**src/rtl/assert_macros.svh**
```systemverilog
// Assertion macros shared by the RTL; empty when SYNTHESIS is defined.
`ifndef ASSERT_MACROS_SVH
`define ASSERT_MACROS_SVH
`ifndef SYNTHESIS
// Clocked property, disabled while the active-low reset is low.
`define ASSERT_PROP(lbl, clk, rst_n, prop, msg) \
  lbl: assert property (@(posedge clk) disable iff (!rst_n) (prop)) else $error(msg);
// Implication form: antecedent on one edge, consequent on the next.
`define ASSERT_NEXT(lbl, clk, rst_n, ante, cons, msg) \
  `ASSERT_PROP(lbl, clk, rst_n, (ante) |=> (cons), msg)
`else
`define ASSERT_PROP(lbl, clk, rst_n, prop, msg)
`define ASSERT_NEXT(lbl, clk, rst_n, ante, cons, msg)
`endif
`endif

```
**src/rtl/hsm_pkg.sv**
```systemverilog
// Shared types and constants of the handle slot map.
package hsm_pkg;

  localparam int NUM_HANDLES_DEF = 64;
  localparam int ROW_W_MAX       = 64;

  typedef enum logic [1:0] {
    CMD_ADD = 2'd0,
    CMD_DEL = 2'd1,
    CMD_MOD = 2'd2
  } cmd_t;

  typedef enum logic [1:0] {
    ST_OK   = 2'd0,
    ST_FULL = 2'd1,
    ST_BAD  = 2'd2
  } status_t;

  typedef enum logic [2:0] {
    S_IDLE = 3'b001,
    S_READ = 3'b010,
    S_EXEC = 3'b100
  } state_t;

endpackage

```
**src/rtl/hsm_ram.sv**
```systemverilog
// Generic single-write, single-read RAM with registered read data.
module hsm_ram #(
  parameter int WIDTH = 8,
  parameter int DEPTH = 64,
  parameter int AW    = (DEPTH > 1) ? $clog2(DEPTH) : 1
) (
  input  logic             clk,
  input  logic             wr_en,
  input  logic [AW-1:0]    wr_addr,
  input  logic [WIDTH-1:0] wr_data,
  input  logic             rd_en,
  input  logic [AW-1:0]    rd_addr,
  output logic [WIDTH-1:0] rd_data
);

  logic [WIDTH-1:0] mem_r [DEPTH];
  logic [WIDTH-1:0] rd_data_r;

  always_ff @(posedge clk) begin
    if (wr_en) begin
      mem_r[wr_addr] <= wr_data;
    end
    if (rd_en) begin
      rd_data_r <= mem_r[rd_addr];
    end
  end

  assign rd_data = rd_data_r;

endmodule

```
**src/rtl/handle_slot_map.sv**
```systemverilog
// Top level of the handle slot map: handle table, dense store bookkeeping.
// Usage
//   Input beat: in_cmd (add, delete, modify lookup) and in_handle_in.
//   Output beat: out_status, out_handle_out, out_position, out_move_source,
//   out_live_count. One output beat for every input beat, in order.
//   Add grants the lowest free handle at position live_count; delete reports
//   the move of the last dense position (out_move_source) into the freed
//   one (out_position); modify returns the handle's position.
// Timing
//   An input beat is taken only while the block is idle (in_stall low).
//   Accept edge -> RAM read cycle -> execute/write-back cycle; the result is
//   loaded into the output register in the execute cycle, after which the
//   block is idle again; a new beat is taken only once the last is through.
//   The read cycle exists because the state RAMs register their read data.
//   If out_stall holds a pending result, the execute cycle waits, so the
//   block never overwrites an untaken result and no RAM write is repeated.
// Reset
//   rst_n (synchronous, active low) clears the per-row valid and full bits of the
//   live bitmap, so every handle reads free at once; live_count returns to zero.
//   The handle->position and position->handle RAMs need no reset: only live entries are read.
module handle_slot_map #(
  parameter int NUM_HANDLES = hsm_pkg::NUM_HANDLES_DEF,
  parameter int HW          = $clog2(NUM_HANDLES),
  parameter int CW          = $clog2(NUM_HANDLES + 1)
) (
  input  logic          clk,
  input  logic          rst_n,
  // input channel
  input  logic          in_valid,
  output logic          in_stall,
  input  logic [1:0]    in_cmd,
  input  logic [HW-1:0] in_handle_in,
  // result channel
  output logic          out_valid,
  input  logic          out_stall,
  output logic [1:0]    out_status,
  output logic [HW-1:0] out_handle_out,
  output logic [HW-1:0] out_position,
  output logic [HW-1:0] out_move_source,
  output logic [CW-1:0] out_live_count
);

  // live bitmap geometry: rows of ROW_W bits, handle = {row, bit}
  localparam int ROW_W = (NUM_HANDLES >= hsm_pkg::ROW_W_MAX) ? hsm_pkg::ROW_W_MAX
                                                             : 2 ** $clog2(NUM_HANDLES);
  localparam int ROWS  = (NUM_HANDLES + ROW_W - 1) / ROW_W;
  localparam int BW    = $clog2(ROW_W);
  localparam int RIW   = (ROWS > 1) ? $clog2(ROWS) : 1;

  hsm_pkg::state_t state_r, state_nxt;

  logic [1:0]      cmd_r;
  logic [HW-1:0]   hin_r;
  logic [CW-1:0]   count_r, count_nxt;
  logic [RIW-1:0]  add_row_r;
  logic [ROWS-1:0] row_valid_r;
  logic [ROWS-1:0] row_full_r;

  logic            out_valid_r;
  logic [1:0]      out_status_r;
  logic [HW-1:0]   out_handle_r;
  logic [HW-1:0]   out_pos_r;
  logic [HW-1:0]   out_src_r;

  // RAM ports
  logic             live_wr_en, pos_wr_en, hnd_wr_en, rd_en;
  logic [RIW-1:0]   live_wr_addr, live_rd_addr;
  logic [ROW_W-1:0] live_wr_data, live_rd;
  logic [HW-1:0]    pos_wr_addr, pos_wr_data, pos_rd;
  logic [HW-1:0]    hnd_wr_addr, hnd_wr_data, hnd_rd, hnd_rd_addr;

  // execute-cycle signals
  logic             in_fire, out_free, exec_fire;
  logic [RIW-1:0]   free_row, hin_row, cur_row;
  logic [BW-1:0]    hin_bit, fz;
  logic             fz_found, hin_in_range, hin_live;
  logic [ROW_W-1:0] row_mask, live_eff, occ;
  logic [HW-1:0]    h_new, cnt_pos;
  hsm_pkg::status_t res_status;
  logic [HW-1:0]    res_handle, res_pos, res_src;
  logic             row_set_full;

  assign in_stall  = (state_r != hsm_pkg::S_IDLE);
  assign in_fire   = in_valid && (state_r == hsm_pkg::S_IDLE);
  assign out_free  = !out_valid_r || !out_stall;
  assign exec_fire = (state_r == hsm_pkg::S_EXEC) && out_free;

  assign hin_row      = RIW'(hin_r >> BW);
  assign hin_bit      = hin_r[BW-1:0];
  assign hin_in_range = ({1'b0, hin_r} < (HW + 1)'(NUM_HANDLES));
  assign cur_row      = (cmd_r == hsm_pkg::CMD_ADD) ? add_row_r : hin_row;
  assign cnt_pos      = HW'(count_r);

  // lowest row that still has a free handle
  always_comb begin
    free_row = '0;
    for (int r = ROWS - 1; r >= 0; r--) begin
      if (!row_full_r[r]) begin
        free_row = RIW'(r);
      end
    end
  end

  // row contents: never-written rows read as all free; handles past the
  // table end count as occupied
  always_comb begin
    for (int b = 0; b < ROW_W; b++) begin
      row_mask[b] = ((int'(cur_row) * ROW_W + b) < NUM_HANDLES);
    end
    live_eff = row_valid_r[cur_row] ? live_rd : '0;
    occ      = live_eff | ~row_mask;
  end

  // first free bit in the selected row
  always_comb begin
    fz       = '0;
    fz_found = 1'b0;
    for (int b = ROW_W - 1; b >= 0; b--) begin
      if (!occ[b]) begin
        fz       = BW'(b);
        fz_found = 1'b1;
      end
    end
  end

  assign h_new    = HW'({add_row_r, fz});
  assign hin_live = hin_in_range && live_eff[hin_bit];

  // read side: addresses only matter in the read cycle
  assign rd_en        = (state_r == hsm_pkg::S_READ);
  assign live_rd_addr = (cmd_r == hsm_pkg::CMD_ADD) ? free_row : hin_row;
  assign hnd_rd_addr  = (count_r == '0) ? '0 : HW'(count_r - CW'(1));

  // execute: result and write-back values
  always_comb begin
    res_status   = hsm_pkg::ST_BAD;
    res_handle   = hin_r;
    res_pos      = '0;
    res_src      = '0;
    count_nxt    = count_r;
    live_wr_en   = 1'b0;
    live_wr_data = live_eff;
    pos_wr_en    = 1'b0;
    pos_wr_addr  = h_new;
    pos_wr_data  = cnt_pos;
    hnd_wr_en    = 1'b0;
    hnd_wr_addr  = cnt_pos;
    hnd_wr_data  = h_new;
    row_set_full = 1'b0;
    unique case (cmd_r)
      hsm_pkg::CMD_ADD: begin
        if ((count_r >= CW'(NUM_HANDLES)) || !fz_found) begin
          res_status = hsm_pkg::ST_FULL;
          res_handle = '0;
        end else begin
          res_status   = hsm_pkg::ST_OK;
          res_handle   = h_new;
          res_pos      = cnt_pos;
          count_nxt    = count_r + CW'(1);
          live_wr_en   = 1'b1;
          live_wr_data = live_eff | (ROW_W'(1) << fz);
          pos_wr_en    = 1'b1;
          hnd_wr_en    = 1'b1;
          row_set_full = &(live_wr_data | ~row_mask);
        end
      end
      hsm_pkg::CMD_DEL: begin
        if (hin_live) begin
          // last-position owner takes over the freed position
          res_status   = hsm_pkg::ST_OK;
          res_pos      = pos_rd;
          res_src      = hnd_rd_addr;
          count_nxt    = count_r - CW'(1);
          live_wr_en   = 1'b1;
          live_wr_data = live_eff & ~(ROW_W'(1) << hin_bit);
          pos_wr_en    = 1'b1;
          pos_wr_addr  = hnd_rd;
          pos_wr_data  = pos_rd;
          hnd_wr_en    = 1'b1;
          hnd_wr_addr  = pos_rd;
          hnd_wr_data  = hnd_rd;
        end
      end
      hsm_pkg::CMD_MOD: begin
        if (hin_live) begin
          res_status = hsm_pkg::ST_OK;
          res_pos    = pos_rd;
        end
      end
      default: begin
        res_status = hsm_pkg::ST_BAD;
      end
    endcase
  end

  assign live_wr_addr = cur_row;

  always_comb begin
    state_nxt = state_r;
    unique case (state_r)
      hsm_pkg::S_IDLE: if (in_fire) state_nxt = hsm_pkg::S_READ;
      hsm_pkg::S_READ: state_nxt = hsm_pkg::S_EXEC;
      hsm_pkg::S_EXEC: if (out_free) state_nxt = hsm_pkg::S_IDLE;
      default:         state_nxt = hsm_pkg::S_IDLE;
    endcase
  end

  // control state
  always_ff @(posedge clk) begin
    if (!rst_n) begin
      state_r     <= hsm_pkg::S_IDLE;
      count_r     <= '0;
      row_valid_r <= '0;
      row_full_r  <= '0;
      out_valid_r <= 1'b0;
    end else begin
      state_r <= state_nxt;
      if (exec_fire) begin
        count_r     <= count_nxt;
        out_valid_r <= 1'b1;
        if (live_wr_en) begin
          row_valid_r[cur_row] <= 1'b1;
          row_full_r[cur_row]  <= row_set_full;
        end
      end else if (out_valid_r && !out_stall) begin
        out_valid_r <= 1'b0;
      end
    end
  end

  // payload registers
  always_ff @(posedge clk) begin
    if (in_fire) begin
      cmd_r <= in_cmd;
      hin_r <= in_handle_in;
    end
    if (state_r == hsm_pkg::S_READ) begin
      add_row_r <= free_row;
    end
    if (exec_fire) begin
      out_status_r <= res_status;
      out_handle_r <= res_handle;
      out_pos_r    <= res_pos;
      out_src_r    <= res_src;
    end
  end

  // live bitmap, one row per word
  hsm_ram #(
    .WIDTH (ROW_W),
    .DEPTH (ROWS),
    .AW    (RIW)
  ) u_live_ram (
    .clk     (clk),
    .wr_en   (exec_fire && live_wr_en),
    .wr_addr (live_wr_addr),
    .wr_data (live_wr_data),
    .rd_en   (rd_en),
    .rd_addr (live_rd_addr),
    .rd_data (live_rd)
  );

  // handle -> dense position
  hsm_ram #(
    .WIDTH (HW),
    .DEPTH (NUM_HANDLES),
    .AW    (HW)
  ) u_pos_ram (
    .clk     (clk),
    .wr_en   (exec_fire && pos_wr_en),
    .wr_addr (pos_wr_addr),
    .wr_data (pos_wr_data),
    .rd_en   (rd_en),
    .rd_addr (hin_r),
    .rd_data (pos_rd)
  );

  // dense position -> handle (inverse map, finds the last entry's owner)
  hsm_ram #(
    .WIDTH (HW),
    .DEPTH (NUM_HANDLES),
    .AW    (HW)
  ) u_hnd_ram (
    .clk     (clk),
    .wr_en   (exec_fire && hnd_wr_en),
    .wr_addr (hnd_wr_addr),
    .wr_data (hnd_wr_data),
    .rd_en   (rd_en),
    .rd_addr (hnd_rd_addr),
    .rd_data (hnd_rd)
  );

  assign out_valid       = out_valid_r;
  assign out_status      = out_status_r;
  assign out_handle_out  = out_handle_r;
  assign out_position    = out_pos_r;
  assign out_move_source = out_src_r;
  assign out_live_count  = count_r;

`include "assert_macros.svh"

  `ASSERT_PROP(a_count_max, clk, rst_n, count_r <= CW'(NUM_HANDLES), "live count past table size")
  `ASSERT_NEXT(a_del_dec, clk, rst_n, exec_fire && (cmd_r == hsm_pkg::CMD_DEL) && (res_status == hsm_pkg::ST_OK), count_r == $past(count_r) - CW'(1), "delete did not drop count")
  `ASSERT_PROP(a_full_rows, clk, rst_n, (count_r == CW'(NUM_HANDLES)) |-> (&row_full_r), "full table with free row")
  `ASSERT_NEXT(a_one_beat, clk, rst_n, exec_fire, state_r == hsm_pkg::S_IDLE, "execute not followed by idle")

endmodule
```
**config.mk**
```make
export PLATFORM = sky130hd
export DESIGN_NAME = handle_slot_map
export DESIGN_NICKNAME = d
export VERILOG_FILES = /design/src/rtl/hsm_pkg.sv /design/src/rtl/hsm_ram.sv /design/src/rtl/handle_slot_map.sv
export VERILOG_INCLUDE_DIRS = /design/src /design/src/rtl
export SDC_FILE = /design/constraint.sdc
export NUM_CORES = 1
export LEC_CHECK = 0
export BUFFER_PORTS_ARGS = -buffer_cell sky130_fd_sc_hd__buf_2
export CORE_ASPECT_RATIO = 0.75
export CORE_MARGIN = 5
export CORE_UTILIZATION = 40
export DETAILED_ROUTE_END_ITERATION = 16
export PLACE_DENSITY = 0.63
export SLEW_MARGIN = 30
export SYNTH_ARGS = -nofsm -noshare
export SYNTH_HDL_FRONTEND = slang
export SYNTH_HIERARCHICAL = 1
export SYNTH_SLANG_ARGS = --single-unit
```
**constraint.sdc**
```tcl
create_clock -name clk -period 10.1 [get_ports clk]
set_input_delay 0.505 -clock clk [delete_from_list [all_inputs] [get_ports clk]]
set_output_delay 0.505 -clock clk [all_outputs]
set_load 0.005 [all_outputs]
```
Word-level counts from Yosys, hierarchy flattened. Memory sizes are Yosys's and may differ from the RTL's. A register that Yosys moved wholly into a read port is not among the register bits. Cells that the tools add are included.

Memory bits (read-only): 0. Latch bits: 0. RAM bits: 832. Memories: 3. Output and inout bits: 29. Register bits: 40.

Memories: u_hnd_ram.mem_r (words 64, bits a word 6, read ports 1, clocked after memory_dff 1, wr ports 1, line hsm_ram.sv:16) `logic [WIDTH-1:0] mem_r [DEPTH];`; u_pos_ram.mem_r (words 64, bits a word 6, read ports 1, clocked after memory_dff 1, wr ports 1, line hsm_ram.sv:16); u_live_ram.mem_r (words 1, bits a word 64, read ports 1, clocked after memory_dff 1, wr ports 1, line hsm_ram.sv:16).

Multiplexer cells: 160. Bitwise operators: 3. Shift operators: 2. Equality and inequality tests: 10. Magnitude comparators: 2. Div/mod/pow operators: 0. Reduce and logical (&&, ||, !) cells: 18. Add/subtract/negate cells: 2. Multipliers: 0.

Operator list (count): 6-bit two-way mux (73); 64-bit two-way mux (3); 64-bit case mux with 2 select lines (1); 1-bit by 6-bit left shift with 64-bit output, first input constant (2); 1-bit two-way mux (72); 64-bit AND (1); 64-bit NOT (1); 64-bit OR (1); 7-bit two-way mux (2); 7-bit case mux with 2 select lines (1); 6-bit case mux with 2 select lines (1); 3-bit case mux with 3 select lines (1); 2-bit != test, second input constant (4); 7-bit by 1-bit adder with 7-bit output, second input constant (1); 7-bit >= comparator, second input constant (1); 7-bit logical NOT (1); 6-bit by 7-bit < comparator with 1-bit output, second input constant (1); 7-bit by 1-bit subtractor with 7-bit output, second input constant (1); 1-bit binary-select mux with 6-bit select (1); 3-bit two-way mux (2); 2-bit AND reduction (3); 1-bit logical AND (4); 2-bit case mux with 2 select lines (1); 4-bit AND reduction (1); other kinds (13) (17).

Depth between registers and ports, before layout. Gate-level depths: netlist (run 1).

Depth after elaboration: 72. Gate-level depth with buffers: 16.

Cells and area by module. Netlist (run 1), hierarchy kept.

By module, submodules not included: hsm_ram (u_hnd_ram) (cells an instance 719, area each 15381.0 um2, seq. area each 11711.2 um2, times used 1); hsm_ram (u_pos_ram) (cells an instance 720, area each 15285.9 um2, seq. area each 11711.2 um2, times used 1); handle_slot_map (cells an instance 732, area each 5300.1 um2, seq. area each 1081.0 um2, times used 1); hsm_ram (u_live_ram) (cells an instance 128, area each 3843.7 um2, seq. area each 3843.7 um2, times used 1).

Worst setup path after synthesis (run 1). OpenSTA, ideal clock, no wires.

Path kind: register -> register. Start point: reg hin_r[0] (netlist: hin_bit[0]). End point: mem u_hnd_ram/mem_r[33][0] (netlist name) (enable). Slack: 0.633 ns. Path buffers: 2. Data arrival time: 9.093 ns. Cell stages (with the launch flop): 12. Required time: 9.726 ns. Cells stage by stage: edfxtp_1 buf_6 or2_2 buf_6 o221a_2 o221ai_1 o221ai_2 o211ai_2 nand2_2 a21boi_0 nand3_1 nor2_1.

Cells in the longest elaborated chain, start to end: 7. Elaborated cells between the ends (all ways): 9.

RTL lines: start, declared (line handle_slot_map.sv:53) `logic [HW-1:0] hin_r;`; start signal, assigned (line handle_slot_map.sv:235) `hin_r <= in_handle_in;`; 1-bit binary-select mux with 6-bit select * (line handle_slot_map.sv:127) `assign hin_live = hin_in_range && live_eff[hin_bit];`; 1-bit two-way mux (not written as such) * (line handle_slot_map.sv:127); 1-bit two-way mux (line handle_slot_map.sv:168) `if (hin_live) begin`; 1-bit case mux with 2 select lines (line handle_slot_map.sv:150) `unique case (cmd_r)`; 1-bit logical AND (line handle_slot_map.sv:285) `.wr_en (exec_fire && hnd_wr_en),`; 1-bit two-way mux (line hsm_ram.sv:20) `if (wr_en) begin`; 1-bit two-way mux (not written as such) (line hsm_ram.sv:21) `mem_r[wr_addr] <= wr_data;`; end, declared (line hsm_ram.sv:16).

Mark *: on every way between the ends. The rest lies on a longest branch, timed or not. The select of a mux whose other input is x is not followed.

Worst setup path in the final report (run 1).
Start point: reg hin_r[0] (netlist: hin_bit[0]). End point: mem u_pos_ram/mem_r[35][1] (netlist name) (enable).

Elaborated cells between the ends (all ways): 9.

RTL lines: 1-bit binary-select mux with 6-bit select (line handle_slot_map.sv:127); 1-bit two-way mux (not written as such) (line handle_slot_map.sv:127); 6-bit two-way mux (2 in a row); via hnd_wr_data[1] (line handle_slot_map.sv:70) `logic [HW-1:0] hnd_wr_addr, hnd_wr_data, hnd_rd, hnd_rd_addr;`; end, declared (line hsm_ram.sv:16).

The timed path passes the listed nets, and every way through them passes these cells. The select of a mux whose other input is x is not followed.

==> qor.csv, run 1 <==
stage;metric;value;unit
run_status;status;completed;
min_path;hold_path_class;in -> reg;
die;start_util;0.402;
detailed_routing;via_count;22500;
critical_path;cp_max_fo;74;
detailed_routing;firstDrtPassIters;6;
place;place_area;0.0412;mm2
finish;diodes;0;
clock_network;clk_latency;0.69;ns
timing;tightest_slew;0.938;ns
timing;slew_headroom;0.370;
clock_network;cts_tree;yes;
die;dieArea;0.106;mm2
timing;hold_viol;0;
power;p_leak;0.0139;uW
detailed_routing;wl_per_cell;27.4;um
die;fp.dieW;374;um
timing;rsz0062_at_grt;false;
detailed_routing;wl;103000;um
power;ir_drop;0.150;mV
die;io_pins;41;
critical_path;path_class;reg -> reg;
clock_network;cts_buffers;88;
synth;netlist_instances;2298;
clock_network;path_clk_slew;0.06;ns
critical_path;max_stage_delay;0.91;ns
die;die_h;283;um
clock_network;cts_max_level;3;
finish;multi_input_area;0.0106;mm2
flow_run;max_cap_violations;0;
timing;min_period_over_period;0.604;
finish;drive_above_1_share;0.185;
power;power.density;184;mW/mm2
place;io_buffer_count;40;
timing;period_needed;6.10;ns
detailed_routing;vias_per_cell;6.01;
finish;fin_nets;2360;
detailed_routing;ant_nets;0;
finish;areaGrowthSynthToFinish;11.8;%
finish;fillers;8304;
critical_path;path_cells;buf_6, nand2b_1, o221ai_1, a32oi_1, o22a_1, o211ai_2, nand2_2, mux2i_4, buf_4, nor2b_1, nand3_1, nor2_1;
die;core;0.0990;mm2
synth;syn_area;0.0398;mm2
global_routing;grtUsageTotal;0.190;
global_routing;grt_pass1_wl;152000;um
critical_path;arrival;6.41;ns
global_routing;grt_pass1_vias;22200;
detailed_routing;drt-initial-drc-count;2959;
place;dp_hpwl;64700;um
finish;fin_area;0.0445;mm2
timing;setup_viol;0;
timing;skew;0.0279;ns
critical_path;end_kind;flop;
clock_network;cts-root-buf;clkbuf_16;
synth;ys_warn_count;6;
die;rows;100;
global_routing;grt_max_degree;124;
critical_path;worst_setup_path_start_kind;flop;
timing;finalSetupTns;0;ns
global_routing;antenna_found_initial;3;
clock_network;clockBufferDepth;3;
finish;seq_area;0.0284;mm2
place;globalplace.congestion;0.930;
timing;drv_slew;0;
global_routing;grt.overflow.total;0;
critical_path;cp.required;10.41;ns
clock_network;cts_sinks;948;
clock_network;cts.repair.resized;0;
synth;mappedNetlistNets;2316;
detailed_routing;drc;0;
critical_path;slowest_stage;edfxtp_1;
timing;fmax;164;MHz
synth;avgSynthCellArea;17.3;um2
==> registers in the layout (all words and copies together), names as in the netlist, 7 cells and up <==
signal,count
u_hnd_ram/mem_r,384
u_pos_ram/mem_r,384
u_live_ram/mem_r,64
u_live_ram/rd_data,64
out_live_count,7
==> through the flow <==
step	instances	setup slack [ns]	power, uW	hold slack [ns]	util
floorplan	2298	0.633	4580	0.400	-
global placement	3570	3.92	4670	0.400	0.417
detailed placement	3570	3.85	4670	0.405	0.417
CTS	3743	3.84	8260	0.0681	0.449
global route	3743	3.64	8450	0.0977	0.450
finish	3743	4.00	8190	0.117	0.450
==> routing by layer <==
| layer | vias up | wire, um | global-route usage |
|---|---|---|---|
| li1 | 9472 | - | - |
| met1 | 11700 | 46400 | 0.293 |
| met2 | 1142 | 43900 | 0.268 |
| met3 | 172 | 9860 | 0.0508 |
| met4 | 2 | 2460 | 0.0497 |
| met5 | - | 19 | 0 |
==> worst max-delay path: cells and delay by family (launching register included) <==
kind	cells	cell delay (ns)
buf+inv	2	1.20
simple gates	5	2.40
flops	1	0.91
mux	1	0.31
compound gates	4	0.78
==> cell type report <==
| cell class | instances | share of cell area |
|---|---|---|
| clock buffers | 106 | 0.0526 |
| clock inverters | 59 | 0.0185 |
| inverters | 33 | 0.00278 |
| multi-input cells | 1190 | 0.239 |
| flip-flops and latches | 948 | 0.637 |
| well taps | 1326 | 0.0373 |
| repair buffers | 81 | 0.0127 |
==> power by group <==
group          switching, uW  internal, uW  leakage, uW  total [uW]
Combinational            185          94.6      0.00351         280
Sequential              13.7          4300      0.00882        4310
Clock                   1490          2110      0.00154        3600
==> cells in the final DEF (no fill, tap or decap), types with 35 or more instances in the layout <==
| cell | instances |
|---|---|
| a21oi_1 | 53 |
| nor2_1 | 201 |
| edfxtp_1 | 936 |
| nand2_1 | 106 |
| nand3_1 | 65 |
| o22ai_1 | 41 |
| mux2i_1 | 35 |
| clkbuf_16 | 89 |
| buf_2 | 40 |
| mux4_2 | 156 |
==> path summary, 6_finish.rpt <==
check	cells past startpoint	slack, ns	start	to
worst max-delay path	12	4.00	hin_bit[0]	u_pos_ram/mem_r[35][1]
worst max register to register	12	4.00	hin_bit[0]	u_pos_ram/mem_r[35][1]
worst min register to register	0	0.42	u_live_ram/mem_r[0][29]	u_live_ram/rd_data[29]
worst min-delay path	3	0.12	in_valid	state_r[1]
==> what timing repair did <==
action,CTS,global route
hold buffers,8,0
buffers inserted,0,0
hold endpoints to repair,8,0
Power figures use the tool's default switching activity.
==> inputs of run 2 (changes only) <==
==> constraint.sdc (replaced) <==
create_clock -name clk -period 5.6 [get_ports clk]
set_input_delay 0.28 -clock clk [delete_from_list [all_inputs] [get_ports clk]]
set_output_delay 0.28 -clock clk [all_outputs]
set_load 0.005 [all_outputs]
==> qor.csv, run 2 (same netlist as run 1, synthesis figures left out) <==
stage;metric;value;unit;change
run_status;status;completed;;
timing;drv_slew;0;;unchanged
global_routing;antenna_found_initial;4;;+1
critical_path;cp.required;5.91;ns;-4.50 ns
global_routing;grt.overflow.total;0;;unchanged
clock_network;cts-root-buf;clkbuf_16;;
detailed_routing;via_count;22600;;+0.44%
die;rows;100;;unchanged
critical_path;path_class;reg -> reg;;
critical_path;worst_setup_path_start_kind;flop;;
clock_network;clk_latency;0.70;ns;about the same
power;pwr-share-clk;0.425;;-0.014
power;p_seq_frac;0.540;;+0.014
timing;tightest_slew;1.04;ns;+0.0988 ns
die;start_util;0.402;;unchanged
min_path;min_from;in_cmd[0];;
place;dp_cells;3611;;+1.1%
critical_path;cp_max_fo;20;;-73%
flow_run;max_cap_violations;0;;unchanged
detailed_routing;vias_per_cell;5.97;;-0.64%
clock_network;cts_tree;yes;;
finish;drive_above_1_share;0.197;;+0.0121
power;ir_drop;0.237;mV;+58%
detailed_routing;wl_per_cell;27.9;um;+2.0%
power;power.density;323;mW/mm2;+75%
power;p_leak;0.0140;uW;+1.1%
die;io_pins;41;;unchanged
die;die_h;283;um;unchanged
critical_path;r2r_slack;0.38;ns;-3.62 ns
clock_network;cts_setup_buffers;0;;unchanged
detailed_routing;wl;106000;um;+3.1%
power;power_frac_comb;0.035;;about the same
timing;fmax;191;MHz;+17%
place;dp_hpwl;69400;um;+7.2%
clock_network;cts_max_level;3;;unchanged
critical_path;arrival;5.53;ns;-0.88 ns
power;p_sw;3040;uW;+81%
place;globalplace.congestion;0.965;;+3.7%
min_path;hold_path_class;in -> reg;;
die;dieArea;0.106;mm2;unchanged
finish;fin_nets;2405;;+1.9%
finish;areaGrowthSynthToFinish;12.2;%;
timing;slew_headroom;0.306;;-0.0641
min_path;hold_path_depth;2;;-1
finish;final_cell_mix;edfxtp_1 (936), nor2_1 (201), mux4_2 (156);;
critical_path;r2r_cells;10;;-2
die;core;0.0990;mm2;unchanged
finish;fin_cells;3784;;+1.1%
global_routing;grt_pass1_vias;22400;;+0.77%
finish;reg.largest.list;u_hnd_ram/mem_r (384), u_pos_ram/mem_r (384);;
global_routing;grt_max_degree;100;;-19%
global_routing;grt_pass1_wl;155000;um;+2.3%
die;fp.dieW;374;um;unchanged
critical_path;r2r_start;hin_bit[0];;
detailed_routing;firstDrtPassIters;6;;unchanged
finish;post-route-util;0.451;;+0.00153
detailed_routing;drt-initial-drc-count;3082;;+4.2%
power;power.share.switching;0.211;;+0.00543
timing;hold_viol;0;;unchanged
timing;setup_viol;0;;unchanged
timing;period_needed;5.22;ns;-0.880 ns
finish;fillers;8450;;+1.8%
place;io_buffer_count;40;;unchanged
clock_network;cts_sinks;948;;unchanged
finish;layout_commonest_cell;edfxtp_1;;
detailed_routing;drc;0;;unchanged
critical_path;r2r_end;u_hnd_ram/mem_r[47][0];;
min_path;min_to;cmd_r[0];;
clock_network;cts_buffers;88;;unchanged
power;internal_power;11400;uW;+75%
clock_network;clockBufferDepth;3;;unchanged
timing;rsz0062_at_grt;false;;
critical_path;end_kind;flop;;
detailed_routing;ant_nets;0;;unchanged
timing;min_period_over_period;0.933;;+0.329
clock_network;path_clk_slew;0.06;ns;about the same
global_routing;grtUsageTotal;0.196;;+0.00575
timing;skew;0.0469;ns;+0.0191 ns
run 2: cell count changes in the layout (fill, tap and decap cells not counted), moves of 3 or more:
cell,previous run,this run
clkbuf_1,12,7
dlygate4sd3_1,8,11
clkinv_1,14,18
clkbuf_8,5,0
clkinv_2,16,23
buf_4,28,70
bufinv_16,17,11
run 2: layout make-up:
class / instances / area, um2 / area share
Sequential cell: 948 / 28400 / 0.635
Multi-Input combinational cell: 1190 / 10600 / 0.238
Clock buffer: 95 / 2230 / 0.0499
Tap cell: 1326 / 1660 / 0.0372
Timing Repair Buffer: 126 / 935 / 0.0209
Clock inverter: 64 / 726 / 0.0163
Inverter: 33 / 124 / 0.00277
Antenna cell: 2 / 5.00 / 0.000112
run 2: worst max-delay path by stage:
stage,endpoint,slack (ns),startpoint
floorplan,u_hnd_ram/mem_r[33][0],-3.68,hin_bit[0]
global placement,u_hnd_ram/mem_r[17][3],0.63,hin_bit[0]
detailed placement,u_pos_ram/mem_r[35][1],0.51,hin_bit[0]
CTS,u_pos_ram/mem_r[35][2],0.49,hin_bit[0]
global route,u_hnd_ram/mem_r[47][3],0.16,hin_bit[0]
finish,u_hnd_ram/mem_r[47][0],0.38,hin_bit[0]
run 2: timing repair:
item | 4_1_cts | 5_1_grt
endpoints found under the hold margin | 14 | 0
hold buffers | 11 | 0
resized for setup | 0 | 0
run 2: metal layers:
layer | wire length [um] | vias to the layer above | global-route usage
met2 | 43900 | 1197 | 0.268
li1 | - | 9558 | -
met4 | 2710 | 2 | 0.0506
met1 | 46200 | 11600 | 0.292
met5 | 17 | - | 0
met3 | 13000 | 186 | 0.0779
run 2: power by group through the flow:
stage	sequential [uW]	clock [uW]	combinational, uW
floorplan	7920	0	339
global placement	7930	0	492
detailed placement	7930	0	498
CTS	7780	6260	505
global route	7780	6550	545
finish	7780	6120	509
run 2: worst max-delay path, stage by stage (launching register included):
cell      delay (ns)
edfxtp_1        0.89
nand2_1         0.52
o221ai_1        0.39
a32oi_1         0.16
o22a_1          0.28
o211ai_2        0.16
nand2_2         0.41
a21boi_4        0.40
buf_4           0.20
nand4_1         0.67
nor2_1          0.74
run 2: per-stage QoR:
stage | setup WS (ns) | setup TNS [ns] | instance area, um2 | power (uW) | hold WS, ns
floorplan | -3.68 | -2803.60 | 39800 | 8260 | 0.379
global placement | 0.626 | 0 | 41600 | 8420 | 0.400
detailed placement | 0.510 | 0 | 41600 | 8430 | 0.405
CTS | 0.489 | 0 | 44600 | 14500 | 0.247
global route | 0.162 | 0 | 44700 | 14900 | 0.270
finish | 0.375 | 0 | 44700 | 14400 | 0.308
==> inputs of run 3 (changes only) <==
--- a/config.mk
+++ b/config.mk
@@ -7,11 +7,13 @@
 export NUM_CORES = 1
 export LEC_CHECK = 0
 export BUFFER_PORTS_ARGS = -buffer_cell sky130_fd_sc_hd__buf_2
+export CELL_PAD_IN_SITES_DETAIL_PLACEMENT = 0
+export CELL_PAD_IN_SITES_GLOBAL_PLACEMENT = 2
 export CORE_ASPECT_RATIO = 0.75
 export CORE_MARGIN = 5
 export CORE_UTILIZATION = 40
 export DETAILED_ROUTE_END_ITERATION = 16
-export PLACE_DENSITY = 0.63
+export PLACE_DENSITY = 0.76
 export SLEW_MARGIN = 30
 export SYNTH_ARGS = -nofsm -noshare
 export SYNTH_HDL_FRONTEND = slang
==> qor.csv, run 3 (same netlist as run 1, synthesis figures left out) <==
stage;metric;value;unit;change
die;core;0.0990;mm2;unchanged
finish;layout_commonest_cell;edfxtp_1;;
min_path;hold_path_class;in -> reg;;
min_path;hold_path_depth;2;;unchanged
finish;drive_above_1_share;0.197;;-0.000241
global_routing;grt.overflow.total;0;;unchanged
global_routing;grt_pass1_vias;22200;;-0.50%
clock_network;cts_setup_buffers;0;;unchanged
timing;whs;0.311;ns;+0.00312 ns
clock_network;path_clk_slew;0.06;ns;about the same
critical_path;cp_max_fo;26;;+30%
critical_path;path_class;reg -> reg;;
global_routing;grtUsageTotal;0.193;;-0.00256
finish;post-route-util;0.454;;+0.00239
die;dieArea;0.106;mm2;unchanged
run_status;status;completed;;
detailed_routing;vias_per_cell;5.91;;-0.99%
die;die_h;283;um;unchanged
critical_path;r2r_cells;10;;unchanged
global_routing;grt_pass1_wl;153000;um;-1.7%
clock_network;cts_sinks;948;;unchanged
clock_network;clockBufferDepth;3;;unchanged
detailed_routing;wl_per_cell;27.6;um;-1.2%
power;p_leak;0.0140;uW;+0.23%
timing;min_period_over_period;0.948;;+0.0145
critical_path;r2r_slack;0.29;ns;-0.08 ns
timing;tightest_slew;0.962;ns;-0.0748 ns
finish;fin_nets;2401;;-0.17%
critical_path;path_cells;nor2b_1, a21oi_1, a32o_1, o221ai_2, o211ai_2, nand2_2, mux2_2, nor2b_1, nand3_1, nor2_1;;
min_path;min_from;in_handle_in[3];;
clock_network;cts-root-buf;clkbuf_16;;
timing;rsz0062_at_grt;false;;
timing;skew;0.0515;ns;+0.00461 ns
timing;setup_viol;0;;unchanged
place;preCtsSetupSlack;0.485;ns;-0.0252 ns
critical_path;critPathMostFrequentCell;nor2b_1;;
timing;slew_headroom;0.356;;+0.0501
place;io_buffer_count;40;;unchanged
detailed_routing;met3RoutedLength;10400;um;-20%
detailed_routing;drc;0;;unchanged
clock_network;clk_latency;0.71;ns;about the same
power;power;14700;uW;+2.4%
detailed_routing;via_count;22400;;-0.93%
place;dp_cells;3601;;-0.28%
global_routing;grt_max_degree;71;;-29%
die;start_util;0.402;;unchanged
clock_network;cts_max_level;3;;unchanged
timing;hold_viol;0;;unchanged
critical_path;slowest_stage;edfxtp_1;;
detailed_routing;firstDrtPassIters;6;;unchanged
detailed_routing;met1Wirelength;46300;um;+0.15%
detailed_routing;wl_met2;45800;um;+4.3%
power;power.density;328;mW/mm2;+1.8%
timing;period_needed;5.31;ns;+0.0813 ns
finish;reg.largest.list;u_hnd_ram/mem_r (384), u_pos_ram/mem_r (384);;
detailed_routing;ant_nets;0;;unchanged
critical_path;arrival;5.61;ns;+0.08 ns
timing;fmax;188;MHz;-1.5%
detailed_routing;highest_layer;met4;;
detailed_routing;wl;105000;um;-1.1%
die;rows;100;;unchanged
die;fp.dieW;374;um;unchanged
power;ir_drop;0.257;mV;+8.5%
critical_path;worst_setup_path_start_kind;flop;;
timing;setup_ws;0.294;ns;-0.0813 ns
die;io_pins;41;;unchanged
clock_network;cts_tree;yes;;
finish;areaGrowthSynthToFinish;12.8;%;
critical_path;end_kind;flop;;
place;globalplace.congestion;0.957;;-0.74%
critical_path;max_stage_delay;0.89;ns;about the same
critical_path;cp.required;5.91;ns;about the same
finish;fin_cells;3786;;+0.053%
detailed_routing;drt-initial-drc-count;2670;;-13%
min_path;min_to;hin_bit[3];;
finish;final_cell_mix;edfxtp_1 (936), nor2_1 (200), mux4_2 (156);;
global_routing;antenna_found_initial;1;;-3
flow_run;max_cap_violations;0;;unchanged
clock_network;cts_buffers;93;;+5.7%
timing;drv_slew;0;;unchanged
critical_path;r2r_start;hin_bit[1];;
critical_path;r2r_end;u_hnd_ram/mem_r[14][3];;
place;dp_hpwl;69600;um;+0.27%
-- run 3: critical path, delay by kind of cell, from the launching register on --
kind | cells | cell delay (ns)
AND/OR/NAND/NOR | 5 | 2.61
AO/OA/AOI/OAI | 4 | 0.90
flip-flops | 1 | 0.89
multiplexers | 1 | 0.51
-- run 3: layout make-up --
class                   instances  area (um2)
well taps                    1326        1660
clock buffers                 108        2380
repair buffers                117         898
diodes                          1        2.50
fillers                      8412       54100
inverters                      33         124
multi-input cells            1190       10700
flip-flops and latches        948       28400
clock inverters                63         822
-- run 3: per-stage QoR --
step | setup TNS, ns | cell area, um2
5_1_grt | 0 | 44900
6_report | 0 | 44900
3_5_place_dp | 0 | 41500
2_1_floorplan | -2803.60 | 39800
3_3_place_gp | 0 | 41500
4_1_cts | 0 | 44800
-- run 3: repair_timing --
item / in CTS / in global routing
hold endpoints to repair: 15 / 0
endpoints found under the setup margin: 0 / 0
hold buffers: 12 / 0
resized for setup: 0 / 0
-- run 3: metal layers --
layer,up-vias,global-route usage
met2,1061,0.281
met1,11600,0.290
li1,9552,-
met4,0,0.0449
met5,-,0
met3,131,0.0557
-- run 3: worst max path at each step --
stage | start | endpoint | slack [ns] | cells after the start
3_3_place_gp | hin_bit[1] | u_hnd_ram/mem_r[14][3] | 0.56 | 10
6_report | hin_bit[1] | u_hnd_ram/mem_r[14][3] | 0.29 | 10
5_1_grt | hin_bit[1] | u_hnd_ram/mem_r[14][3] | 0.11 | 10
3_5_place_dp | hin_bit[1] | u_hnd_ram/mem_r[14][3] | 0.48 | 10
2_1_floorplan | hin_bit[0] | u_hnd_ram/mem_r[33][0] | -3.68 | 11
4_1_cts | hin_bit[1] | u_hnd_ram/mem_r[14][3] | 0.43 | 10
-- run 3: power by group --
| part | switching [uW] | internal [uW] |
|---|---|---|
| logic | 326 | 178 |
| registers | 26.8 | 7750 |
| clock network | 2760 | 3710 |
| total | 3110 | 11600 |
